### src/hw/rtl/plo_pkg.sv
package plo_pkg;

    localparam int MAX_INPUTS  = 16;
    localparam int MAX_OUTPUTS = 8;
    localparam int DATA_W      = 16;
    localparam int FRAC        = 12;
    localparam int SIG_DEPTH   = 256;
    localparam int COL_W       = 4;
    localparam int ROW_W       = 3;
    localparam int ADDR_W      = ROW_W + COL_W;
    localparam int CNT_W       = 5;
    localparam int NO_W        = 4;
    localparam int PROD_W      = 50;
    localparam int ACC_W       = 40;
    localparam int CFG_IDX_W   = 3;

    localparam logic [2:0] CFG_INPUTS  = 3'd0;
    localparam logic [2:0] CFG_OUTPUTS = 3'd1;
    localparam logic [2:0] CFG_RATE    = 3'd2;
    localparam logic [2:0] CFG_GAIN    = 3'd3;
    localparam logic [2:0] CFG_SIG_EN  = 3'd4;

    localparam logic [1:0] OP_WRITE  = 2'd0;
    localparam logic [1:0] OP_PUSH   = 2'd1;
    localparam logic [1:0] OP_UPDATE = 2'd2;
    localparam logic [1:0] OP_IGNORE = 2'd3;

    typedef struct packed {
        logic [1:0]         op;
        logic [2:0]         weight_row;
        logic [3:0]         weight_col;
        logic signed [15:0] weight_value;
        logic signed [15:0] sample_value;
        logic               sample_last;
        logic signed [15:0] reward;
    } in_item_t;

    typedef struct packed {
        logic [2:0]         output_index;
        logic signed [15:0] output_value;
        logic               output_last;
    } out_item_t;

    typedef enum logic [3:0] {
        ST_IDLE, ST_F_RD, ST_F_MUL, ST_F_ACC, ST_F_RND, ST_F_SIG1, ST_F_SIG2, ST_F_EMIT,
        ST_U_RD, ST_U_M1, ST_U_M2, ST_U_M3, ST_U_M4, ST_U_WR
    } state_t;

    typedef enum logic [2:0] {
        MUL_FWD, MUL_SIG, MUL_YW, MUL_PR, MUL_YD, MUL_RATE
    } mul_sel_t;

    typedef struct packed {
        logic             wr_weight;
        logic             push;
        logic             latch_rw;
        logic             acc_clr;
        logic             mem_rd;
        logic             mul_en;
        mul_sel_t         mul_sel;
        logic             acc_add;
        logic             rnd;
        logic             sig_look;
        logic             emit;
        logic             out_last;
        logic             upd_wr;
        logic [ROW_W-1:0] row;
        logic [COL_W-1:0] col;
    } cmd_t;

    typedef struct packed {
        logic [CNT_W-1:0] ni;
        logic [NO_W-1:0]  no;
        logic             sig_en;
        logic             out_free;
    } status_t;

    typedef logic [SIG_DEPTH-1:0][15:0] sig_tab_t;

    function automatic logic signed [15:0] sat16(input logic signed [63:0] v);
        if (v > 64'sd32767) begin
            return 16'sh7fff;
        end else if (v < -64'sd32768) begin
            return 16'sh8000;
        end
        return v[15:0];
    endfunction

    function automatic logic signed [63:0] rnd_shift(input logic signed [63:0] v,
                                                     input int s);
        logic signed [63:0] t;
        t = v + (64'sd1 <<< (s - 1));
        return t >>> s;
    endfunction

    function automatic longint unsigned isqrt(input longint unsigned n_in);
        longint unsigned n, r, b;
        n = n_in;
        r = 0;
        b = 64'd1 << 62;
        while (b > n) b = b >> 2;
        while (b != 0) begin
            if (n >= r + b) begin
                n = n - (r + b);
                r = (r >> 1) + b;
            end else begin
                r = r >> 1;
            end
            b = b >> 2;
        end
        return r;
    endfunction

    function automatic sig_tab_t build_tab();
        sig_tab_t        tab;
        longint unsigned c [0:16];
        longint          zq;
        longint unsigned a, t, n, f, e, num, den, quo, rem;
        c[0] = 64'd1 << 29;
        for (int k = 1; k <= 16; k++) c[k] = isqrt(c[k-1] << 30);
        for (int i = 0; i < SIG_DEPTH; i++) begin
            zq = longint'(((64'(2 * i + 1)) << 19) >> $clog2(SIG_DEPTH)) - (64'sd1 <<< 19);
            a = (zq < 0) ? longint'(-zq) : longint'(zq);
            t = (a * 64'd1549082005 + (64'd1 << 29)) >> 30;
            n = t >> 16;
            f = t & 64'hffff;
            e = 64'd1 << 30;
            for (int k = 1; k <= 16; k++) begin
                if (((f >> (16 - k)) & 64'd1) != 0) e = (e * c[k] + (64'd1 << 29)) >> 30;
            end
            e = (n < 31) ? (e >> n) : 64'd0;
            den = (64'd1 << 30) + e;
            num = (64'd1 << 42) + (den >> 1);
            quo = 0;
            rem = 0;
            for (int b = 63; b >= 0; b--) begin
                rem = (rem << 1) | ((num >> b) & 64'd1);
                if (rem >= den) begin
                    rem = rem - den;
                    quo = quo | (64'd1 << b);
                end
            end
            if (zq < 0) quo = (64'd1 << FRAC) - quo;
            tab[i] = quo[15:0];
        end
        return tab;
    endfunction

    localparam sig_tab_t SIG_TAB = build_tab();

endpackage

### src/hw/rtl/plo_ctrl.sv
module plo_ctrl (
    input  logic              aclk,
    input  logic              aresetn,
    input  logic              s_valid,
    output logic              s_ready,
    input  plo_pkg::in_item_t s_data,
    input  plo_pkg::status_t  stat,
    output plo_pkg::cmd_t     cmd
);

    plo_pkg::state_t state_reg, state_next;
    logic [plo_pkg::COL_W-1:0] i_reg, i_next;
    logic [plo_pkg::ROW_W-1:0] j_reg, j_next;
    logic last_i, last_j;

    assign last_i = ({1'b0, i_reg} == stat.ni - 5'd1);
    assign last_j = ({1'b0, j_reg} == stat.no - 4'd1);

    always_ff @(posedge aclk) begin
        if (!aresetn) begin
            state_reg <= plo_pkg::ST_IDLE;
            i_reg     <= '0;
            j_reg     <= '0;
        end else begin
            state_reg <= state_next;
            i_reg     <= i_next;
            j_reg     <= j_next;
        end
    end

    always_comb begin
        state_next   = state_reg;
        i_next       = i_reg;
        j_next       = j_reg;
        s_ready      = 1'b0;
        cmd          = '0;
        cmd.mul_sel  = plo_pkg::MUL_FWD;
        cmd.row      = j_reg;
        cmd.col      = i_reg;
        cmd.out_last = last_j;
        unique case (state_reg)
            plo_pkg::ST_IDLE: begin
                s_ready = 1'b1;
                i_next  = '0;
                j_next  = '0;
                if (s_valid) begin
                    unique case (s_data.op)
                        plo_pkg::OP_WRITE: cmd.wr_weight = 1'b1;
                        plo_pkg::OP_PUSH: begin
                            cmd.push = 1'b1;
                            if (s_data.sample_last) begin
                                cmd.acc_clr = 1'b1;
                                state_next  = plo_pkg::ST_F_RD;
                            end
                        end
                        plo_pkg::OP_UPDATE: begin
                            cmd.latch_rw = 1'b1;
                            state_next   = plo_pkg::ST_U_RD;
                        end
                        plo_pkg::OP_IGNORE: ;
                        default: ;
                    endcase
                end
            end
            plo_pkg::ST_F_RD: begin
                cmd.mem_rd = 1'b1;
                state_next = plo_pkg::ST_F_MUL;
            end
            plo_pkg::ST_F_MUL: begin
                cmd.mul_en  = 1'b1;
                cmd.mul_sel = plo_pkg::MUL_FWD;
                state_next  = plo_pkg::ST_F_ACC;
            end
            plo_pkg::ST_F_ACC: begin
                cmd.acc_add = 1'b1;
                if (last_i) begin
                    state_next = plo_pkg::ST_F_RND;
                end else begin
                    i_next     = i_reg + 4'd1;
                    state_next = plo_pkg::ST_F_RD;
                end
            end
            plo_pkg::ST_F_RND: begin
                cmd.rnd    = 1'b1;
                state_next = stat.sig_en ? plo_pkg::ST_F_SIG1 : plo_pkg::ST_F_EMIT;
            end
            plo_pkg::ST_F_SIG1: begin
                cmd.mul_en  = 1'b1;
                cmd.mul_sel = plo_pkg::MUL_SIG;
                state_next  = plo_pkg::ST_F_SIG2;
            end
            plo_pkg::ST_F_SIG2: begin
                cmd.sig_look = 1'b1;
                state_next   = plo_pkg::ST_F_EMIT;
            end
            plo_pkg::ST_F_EMIT: begin
                if (stat.out_free) begin
                    cmd.emit    = 1'b1;
                    cmd.acc_clr = 1'b1;
                    i_next      = '0;
                    if (last_j) begin
                        state_next = plo_pkg::ST_IDLE;
                    end else begin
                        j_next     = j_reg + 3'd1;
                        state_next = plo_pkg::ST_F_RD;
                    end
                end
            end
            plo_pkg::ST_U_RD: begin
                cmd.mem_rd = 1'b1;
                state_next = plo_pkg::ST_U_M1;
            end
            plo_pkg::ST_U_M1: begin
                cmd.mul_en  = 1'b1;
                cmd.mul_sel = plo_pkg::MUL_YW;
                state_next  = plo_pkg::ST_U_M2;
            end
            plo_pkg::ST_U_M2: begin
                cmd.mul_en  = 1'b1;
                cmd.mul_sel = plo_pkg::MUL_PR;
                state_next  = plo_pkg::ST_U_M3;
            end
            plo_pkg::ST_U_M3: begin
                cmd.mul_en  = 1'b1;
                cmd.mul_sel = plo_pkg::MUL_YD;
                state_next  = plo_pkg::ST_U_M4;
            end
            plo_pkg::ST_U_M4: begin
                cmd.mul_en  = 1'b1;
                cmd.mul_sel = plo_pkg::MUL_RATE;
                state_next  = plo_pkg::ST_U_WR;
            end
            plo_pkg::ST_U_WR: begin
                cmd.upd_wr = 1'b1;
                if (last_i) begin
                    i_next = '0;
                    if (last_j) begin
                        state_next = plo_pkg::ST_IDLE;
                    end else begin
                        j_next     = j_reg + 3'd1;
                        state_next = plo_pkg::ST_U_RD;
                    end
                end else begin
                    i_next     = i_reg + 4'd1;
                    state_next = plo_pkg::ST_U_RD;
                end
            end
            default: state_next = plo_pkg::ST_IDLE;
        endcase
    end

endmodule

### src/hw/rtl/plo_dp.sv
module plo_dp (
    input  logic                                aclk,
    input  logic                                aresetn,
    input  logic                                cfg_wr_en,
    input  logic [plo_pkg::CFG_IDX_W-1:0]       cfg_index,
    input  logic [15:0]                         cfg_wdata,
    input  plo_pkg::in_item_t                   s_data,
    input  plo_pkg::cmd_t                       cmd,
    output plo_pkg::status_t                    stat,
    output logic                                m_valid,
    input  logic                                m_ready,
    output plo_pkg::out_item_t                  m_data
);

    localparam logic signed [63:0] HALF28 = 64'sd1 <<< 27;

    logic [4:0]  inputs_reg;
    logic [3:0]  outputs_reg;
    logic [15:0] rate_reg;
    logic [15:0] gain_reg;
    logic        sig_en_reg;

    logic signed [15:0] wmem [plo_pkg::MAX_OUTPUTS*plo_pkg::MAX_INPUTS];
    logic signed [15:0] rdata_reg;
    logic signed [15:0] xvec_reg [plo_pkg::MAX_INPUTS];
    logic signed [15:0] yvec_reg [plo_pkg::MAX_OUTPUTS];
    logic [plo_pkg::CNT_W-1:0] count_reg;
    logic signed [15:0] rw_reg;
    logic signed [plo_pkg::PROD_W-1:0] prod_reg;
    logic signed [plo_pkg::ACC_W-1:0]  acc_reg;
    logic signed [15:0] y_reg;
    logic               m_valid_reg;
    plo_pkg::out_item_t m_data_reg;

    logic [plo_pkg::ADDR_W-1:0] addr;
    logic signed [32:0] mul_a;
    logic signed [16:0] mul_b;
    logic signed [15:0] x_cur, y_cur, p_val, q_val, d_val, w_new;
    logic signed [63:0] prod_ext, delta, sig_q;
    logic [7:0] sig_idx;

    assign addr     = {cmd.row, cmd.col};
    assign x_cur    = xvec_reg[cmd.col];
    assign y_cur    = yvec_reg[cmd.row];
    assign prod_ext = 64'(prod_reg);
    assign p_val    = plo_pkg::sat16(plo_pkg::rnd_shift(prod_ext, plo_pkg::FRAC));
    assign q_val    = plo_pkg::sat16(plo_pkg::rnd_shift(prod_ext, plo_pkg::FRAC));
    assign d_val    = plo_pkg::sat16(64'(x_cur) - 64'(q_val));
    assign delta    = plo_pkg::rnd_shift(prod_ext, 2 * plo_pkg::FRAC + 4);
    assign w_new    = plo_pkg::sat16(64'(rdata_reg) + delta);
    assign sig_q    = (prod_ext <<< 1) + HALF28;

    always_comb begin
        if (sig_q < 0) begin
            sig_idx = '0;
        end else if (sig_q > (HALF28 <<< 1) - 64'sd1) begin
            sig_idx = 8'hff;
        end else begin
            sig_idx = sig_q[27:20];
        end
    end

    always_comb begin
        case (cmd.mul_sel)
            plo_pkg::MUL_FWD: begin
                mul_a = 33'(rdata_reg);
                mul_b = 17'(x_cur);
            end
            plo_pkg::MUL_SIG: begin
                mul_a = 33'(y_reg);
                mul_b = {1'b0, gain_reg};
            end
            plo_pkg::MUL_YW: begin
                mul_a = 33'(y_cur);
                mul_b = 17'(rdata_reg);
            end
            plo_pkg::MUL_PR: begin
                mul_a = 33'(p_val);
                mul_b = 17'(rw_reg);
            end
            plo_pkg::MUL_YD: begin
                mul_a = 33'(y_cur);
                mul_b = 17'(d_val);
            end
            plo_pkg::MUL_RATE: begin
                mul_a = 33'(signed'(prod_reg[31:0]));
                mul_b = {1'b0, rate_reg};
            end
            default: begin
                mul_a = '0;
                mul_b = '0;
            end
        endcase
    end

    always_comb begin
        stat.ni       = (inputs_reg == 5'd0) ? 5'd1 :
                        (inputs_reg > 5'd16) ? 5'd16 : inputs_reg;
        stat.no       = (outputs_reg == 4'd0) ? 4'd1 :
                        (outputs_reg > 4'd8) ? 4'd8 : outputs_reg;
        stat.sig_en   = sig_en_reg;
        stat.out_free = !m_valid_reg || m_ready;
    end

    always_ff @(posedge aclk) begin
        if (!aresetn) begin
            inputs_reg  <= 5'd16;
            outputs_reg <= 4'd8;
            rate_reg    <= '0;
            gain_reg    <= 16'd4096;
            sig_en_reg  <= 1'b0;
        end else if (cfg_wr_en) begin
            unique case (cfg_index)
                plo_pkg::CFG_INPUTS:  inputs_reg  <= cfg_wdata[4:0];
                plo_pkg::CFG_OUTPUTS: outputs_reg <= cfg_wdata[3:0];
                plo_pkg::CFG_RATE:    rate_reg    <= cfg_wdata;
                plo_pkg::CFG_GAIN:    gain_reg    <= cfg_wdata;
                plo_pkg::CFG_SIG_EN:  sig_en_reg  <= cfg_wdata[0];
                default: ;
            endcase
        end
    end

    always_ff @(posedge aclk) begin
        if (cmd.wr_weight) begin
            wmem[{s_data.weight_row, s_data.weight_col}] <= s_data.weight_value;
        end else if (cmd.upd_wr) begin
            wmem[addr] <= w_new;
        end
        if (cmd.mem_rd) begin
            rdata_reg <= wmem[addr];
        end
    end

    always_ff @(posedge aclk) begin
        if (!aresetn) begin
            count_reg <= '0;
            for (int k = 0; k < plo_pkg::MAX_INPUTS; k++) xvec_reg[k] <= '0;
            for (int k = 0; k < plo_pkg::MAX_OUTPUTS; k++) yvec_reg[k] <= '0;
        end else begin
            if (cmd.push) begin
                if (count_reg < stat.ni) begin
                    xvec_reg[count_reg[3:0]] <= s_data.sample_value;
                end
                if (s_data.sample_last) begin
                    count_reg <= '0;
                end else if (count_reg < 5'd16) begin
                    count_reg <= count_reg + 5'd1;
                end
            end
            if (cmd.emit) begin
                yvec_reg[cmd.row] <= y_reg;
            end
        end
    end

    always_ff @(posedge aclk) begin
        if (cmd.latch_rw) rw_reg <= s_data.reward;
        if (cmd.mul_en) prod_reg <= plo_pkg::PROD_W'(mul_a) * plo_pkg::PROD_W'(mul_b);
        if (cmd.acc_clr) begin
            acc_reg <= '0;
        end else if (cmd.acc_add) begin
            acc_reg <= acc_reg + plo_pkg::ACC_W'(signed'(prod_reg[31:0]));
        end
        if (cmd.rnd) begin
            y_reg <= plo_pkg::sat16(plo_pkg::rnd_shift(64'(acc_reg), plo_pkg::FRAC));
        end else if (cmd.sig_look) begin
            y_reg <= plo_pkg::SIG_TAB[sig_idx];
        end
        if (cmd.emit) begin
            m_data_reg.output_index <= cmd.row;
            m_data_reg.output_value <= y_reg;
            m_data_reg.output_last  <= cmd.out_last;
        end
    end

    always_ff @(posedge aclk) begin
        if (!aresetn) begin
            m_valid_reg <= 1'b0;
        end else if (cmd.emit) begin
            m_valid_reg <= 1'b1;
        end else if (m_ready) begin
            m_valid_reg <= 1'b0;
        end
    end

    assign m_valid = m_valid_reg;
    assign m_data  = m_data_reg;

endmodule

### src/hw/rtl/perceptron_layer_oja_learning.sv
// Single-layer perceptron, up to 16 inputs by 8 outputs, Q4.12 weights held in an internal
// 128-entry store, with a reward-weighted Oja learning update. Op 0 writes one weight and
// op 3 is ignored. Op 1 pushes a sample; the sample marked last runs the forward pass, which
// for each output reads, multiplies and accumulates every input through the single shared
// multiplier, rounds, applies the gain and sigmoid table when enabled, waits until the output
// register is free (empty or taken on m_ready), and emits one item per output. Op 2 updates
// every weight in use, one multiplier pass after another. A new item is taken only once the
// current operation has finished.
module perceptron_layer_oja_learning (
    input  logic                          aclk,
    input  logic                          aresetn,
    input  logic                          cfg_wr_en,
    input  logic [plo_pkg::CFG_IDX_W-1:0] cfg_index,
    input  logic [15:0]                   cfg_wdata,
    input  logic                          s_valid,
    output logic                          s_ready,
    input  plo_pkg::in_item_t             s_data,
    output logic                          m_valid,
    input  logic                          m_ready,
    output plo_pkg::out_item_t            m_data
);

    plo_pkg::cmd_t    cmd;
    plo_pkg::status_t stat;

    plo_ctrl u_ctrl (
        .aclk    (aclk),
        .aresetn (aresetn),
        .s_valid (s_valid),
        .s_ready (s_ready),
        .s_data  (s_data),
        .stat    (stat),
        .cmd     (cmd)
    );

    plo_dp u_dp (
        .aclk      (aclk),
        .aresetn   (aresetn),
        .cfg_wr_en (cfg_wr_en),
        .cfg_index (cfg_index),
        .cfg_wdata (cfg_wdata),
        .s_data    (s_data),
        .cmd       (cmd),
        .stat      (stat),
        .m_valid   (m_valid),
        .m_ready   (m_ready),
        .m_data    (m_data)
    );

endmodule
### config.mk
export PLATFORM = sky130hd
export DESIGN_NAME = perceptron_layer_oja_learning
export DESIGN_NICKNAME = d
export VERILOG_FILES = /design/src/hw/rtl/plo_pkg.sv /design/src/hw/rtl/plo_ctrl.sv /design/src/hw/rtl/plo_dp.sv /design/src/hw/rtl/perceptron_layer_oja_learning.sv
export SDC_FILE = /design/constraint.sdc
export NUM_CORES = 2
export LEC_CHECK = 0
export BUFFER_PORTS_ARGS = -buffer_cell sky130_fd_sc_hd__buf_4
export CAP_MARGIN = 20
export CORE_ASPECT_RATIO = 0.75
export CORE_MARGIN = 2
export CORE_UTILIZATION = 60
export DETAILED_ROUTE_END_ITERATION = 8
export PLACE_DENSITY_LB_ADDON = 0.25
export SLEW_MARGIN = 20
export SYNTH_ARGS = -nofsm -noshare
export SYNTH_HDL_FRONTEND = slang
export SYNTH_HIERARCHICAL = 1
export SYNTH_SLANG_ARGS = --single-unit
export TNS_END_PERCENT = 30
### constraint.sdc
create_clock -name aclk -period 22.3 [get_ports aclk]
set_input_delay 1.115 -clock aclk [delete_from_list [all_inputs] [get_ports aclk]]
set_output_delay 1.115 -clock aclk [all_outputs]
set_load 0.02 [all_outputs]
==> impl_metrics.tcl <==
set metrics [dict create \
    status "completed" \
    place_congestion 0.999 \
    grt_overflow 0 \
    clock_latency_ns 0.92 \
    layout-drive-gt1-share_pct 18.6 \
    vias 83500 \
    end_kind "flop" \
    ys_seq_area_share_pct 58.7 \
    die-area_um2 227000 \
    min_path_type "input port to flop" \
    drt-total-wl_um 410000 \
    groute.layer.met3.usage_pct 9.92 \
    cts_num_sinks 2649 \
    drt-pass1-iter-count 7 \
    grt_busiest_layer "met1" \
    use_met2_pct 51.7 \
    critical_path_class "flop to flop" \
    nFillCells 15100 \
    cts.repair.resized 0 \
    io_pins 104 \
    fin_crit_ns 14.82 \
    critPathMaxStageDelay_ns 0.82 \
    regArea_um2 78600 \
    crit_slowest_cell "and2_1" \
    fin_worst_skew_ns 0.115 \
    coreArea_um2 222000 \
    synth_commonest_cells "2550 x edfxtp_1, 740 x mux4_2, 721 x nor2_1, 675 x inv_1, 530 x fa_1" \
    antenna_found_initial 22 \
    routedWlPerCell_um 33.5 \
    first_iter_violations 12600 \
    grt_pass1_wl_um 588000 \
    maxCapViolCount 0 \
    hold_viol_final 0 \
    grt_usage_pct 36.4 \
    postSynth.asyncResetShare_pct 0 \
    syn-num-nets 9718 \
    area_growth_syn_to_layout_pct 10.1 \
    synth.most_common_cell "edfxtp_1" \
    synth_edf_count 2550 \
    num_rows 150 \
    netlist_instances 8880 \
    rsz0062_at_grt "false" \
    grtUsageMet1_pct 55.8 \
    die_w_um 550 \
    synth.area.top_cells "edfxtp_1 57%, mux4_2 12%, fa_1 7.9%" \
    start_util_pct 60.2 \
    cts_setup_buffers 0 \
    synthesis.area_um2 134000 \
    hold_buffers 0 \
    cp.required_ns 22.90 \
    portBuffers 103 \
    slew_viol_final 0 \
    synth_cell_types 114 \
    cpMostUsedCell "fa_1" \
    multi_input_area_um2 51300 \
    whs_ns 0.380 \
    worstPathArrival_ns 15.42 \
    tightest_slew_ns 1.18 \
    post-route-period-util_pct 66.5 \
    startpoint_type "flop" \
    cts_buffer_depth 4 \
    crit_fanout 33 \
    finalSetupViolCount 0 \
    synth_top_area_share_pct 57.2 \
    drcViolationCount 0 \
    yosys_most_used_dff "edfxtp_1" \
    slew_headroom_pct 20.9 \
    yosys.area.top_type "edfxtp_1" \
    tns_ns 0 \
    place.detailed.hpwl_um 266000 \
    tritoncts "yes" \
    ant_nets 0 \
    synth_area_per_cell_um2 15.1 \
    clkTransAtPathRegs_ns 0.07 \
    cts_buffers 247 \
    ys_warn_count 6 \
    nets 9883 \
    grt_pass1_vias 81600 \
    via_per_inst 6.84 \
    htreeDepth 4 \
    largest_register_ffs 2048 \
    root_buffer "clkbuf_16" \
    fp.dieH_um 413 \
    ys_ff_latch 2649 \
    max_freq_mhz 67.5 \
    grt_max_degree 129 \
]
==> metal layers <==
metal	wire length, um	part of all wire, %
met1	163000	40
met2	178000	43
met3	56800	14
met4	12400	3.0
met5	77	0.019
==> cells in the final DEF, fill, tap and decap left out, drive strengths merged, types with 40 or more instances in the layout <==
master | synthesis | routed
nand2 | 462 | 462
mux4 | 740 | 740
o21ai | 219 | 219
a21boi | 40 | 40
nor2 | 723 | 723
a21o | 80 | 80
a22oi | 90 | 90
ha | 226 | 226
a211oi | 61 | 61
edfxtp | 2550 | 2550
inv | 675 | 683
dfxtp | 99 | 99
nor3 | 89 | 89
nand3 | 91 | 91
fa | 530 | 530
xnor2 | 131 | 131
clkinv | 4 | 120
nand2b | 124 | 124
nand4 | 70 | 70
clkbuf | 353 | 290
and2 | 420 | 420
mux2i | 61 | 61
buf | 154 | 423
nor2b | 66 | 66
a21oi | 231 | 231
xor2 | 57 | 57
==> final timing paths <==
| check | to | startpoint | slack [ns] | depth (start not counted) |
|---|---|---|---|---|
| hold / removal | u_dp/rw_reg[3] | s_data[3] | 0.38 | 1 |
| hold reg to reg | u_dp/gain_reg[3] | u_dp/gain_reg[3] | 0.47 | 2 |
| setup reg to reg | u_dp/prod_reg[45] | u_dp/prod_reg[23] | 7.48 | 48 |
| setup / recovery | u_dp/prod_reg[45] | u_dp/prod_reg[23] | 7.48 | 48 |
==> stage by stage <==
| step | util (%) | area [um^2] | setup WS, ns | std cells |
|---|---|---|---|---|
| final | 66.3 | 147000 | 7.48 | 12200 |
| after global routing | 66.3 | 147000 | 6.93 | 12200 |
| after CTS | 66.2 | 147000 | 7.68 | 12200 |
| after detailed placement | 62.7 | 139000 | 7.77 | 11800 |
| after global placement | 62.6 | 139000 | 7.98 | 11800 |
| after floorplan | - | 134000 | 10.63 | 8880 |
==> worst max-delay path, delay by kind of cell (launching register included) <==
family | cells | cell delay [ns]
flops | 1 | 0.33
simple gates | 13 | 3.84
buf+inv | 9 | 1.41
compound gates | 16 | 4.89
fa+ha+maj | 9 | 3.81
xor+xnor | 1 | 0.15
==> cells by family after synthesis <==
| kind of cell | share of synthesized area [%] |
|---|---|
| fa+ha+maj | 10.0 |
| flops | 58.7 |
| xor+xnor | 1.24 |
| mux | 13.0 |
| buf+inv | 3.43 |
| simple gates | 8.16 |
| compound gates | 5.53 |
==> area by class of cell <==
class / count / share of cell area (%)
well taps: 2964 / 2.52
inverters: 679 / 1.73
diodes: 4 / 0.00679
clock inverters: 166 / 1.09
multi-input cells: 5045 / 34.8
repair buffers: 423 / 2.22
flip-flops and latches: 2649 / 53.3
clock buffers: 290 / 4.33
Power is left out: the tool's default activity adds up to more than one toggle a clock period on the data nets, which glitch-free logic cannot reach.
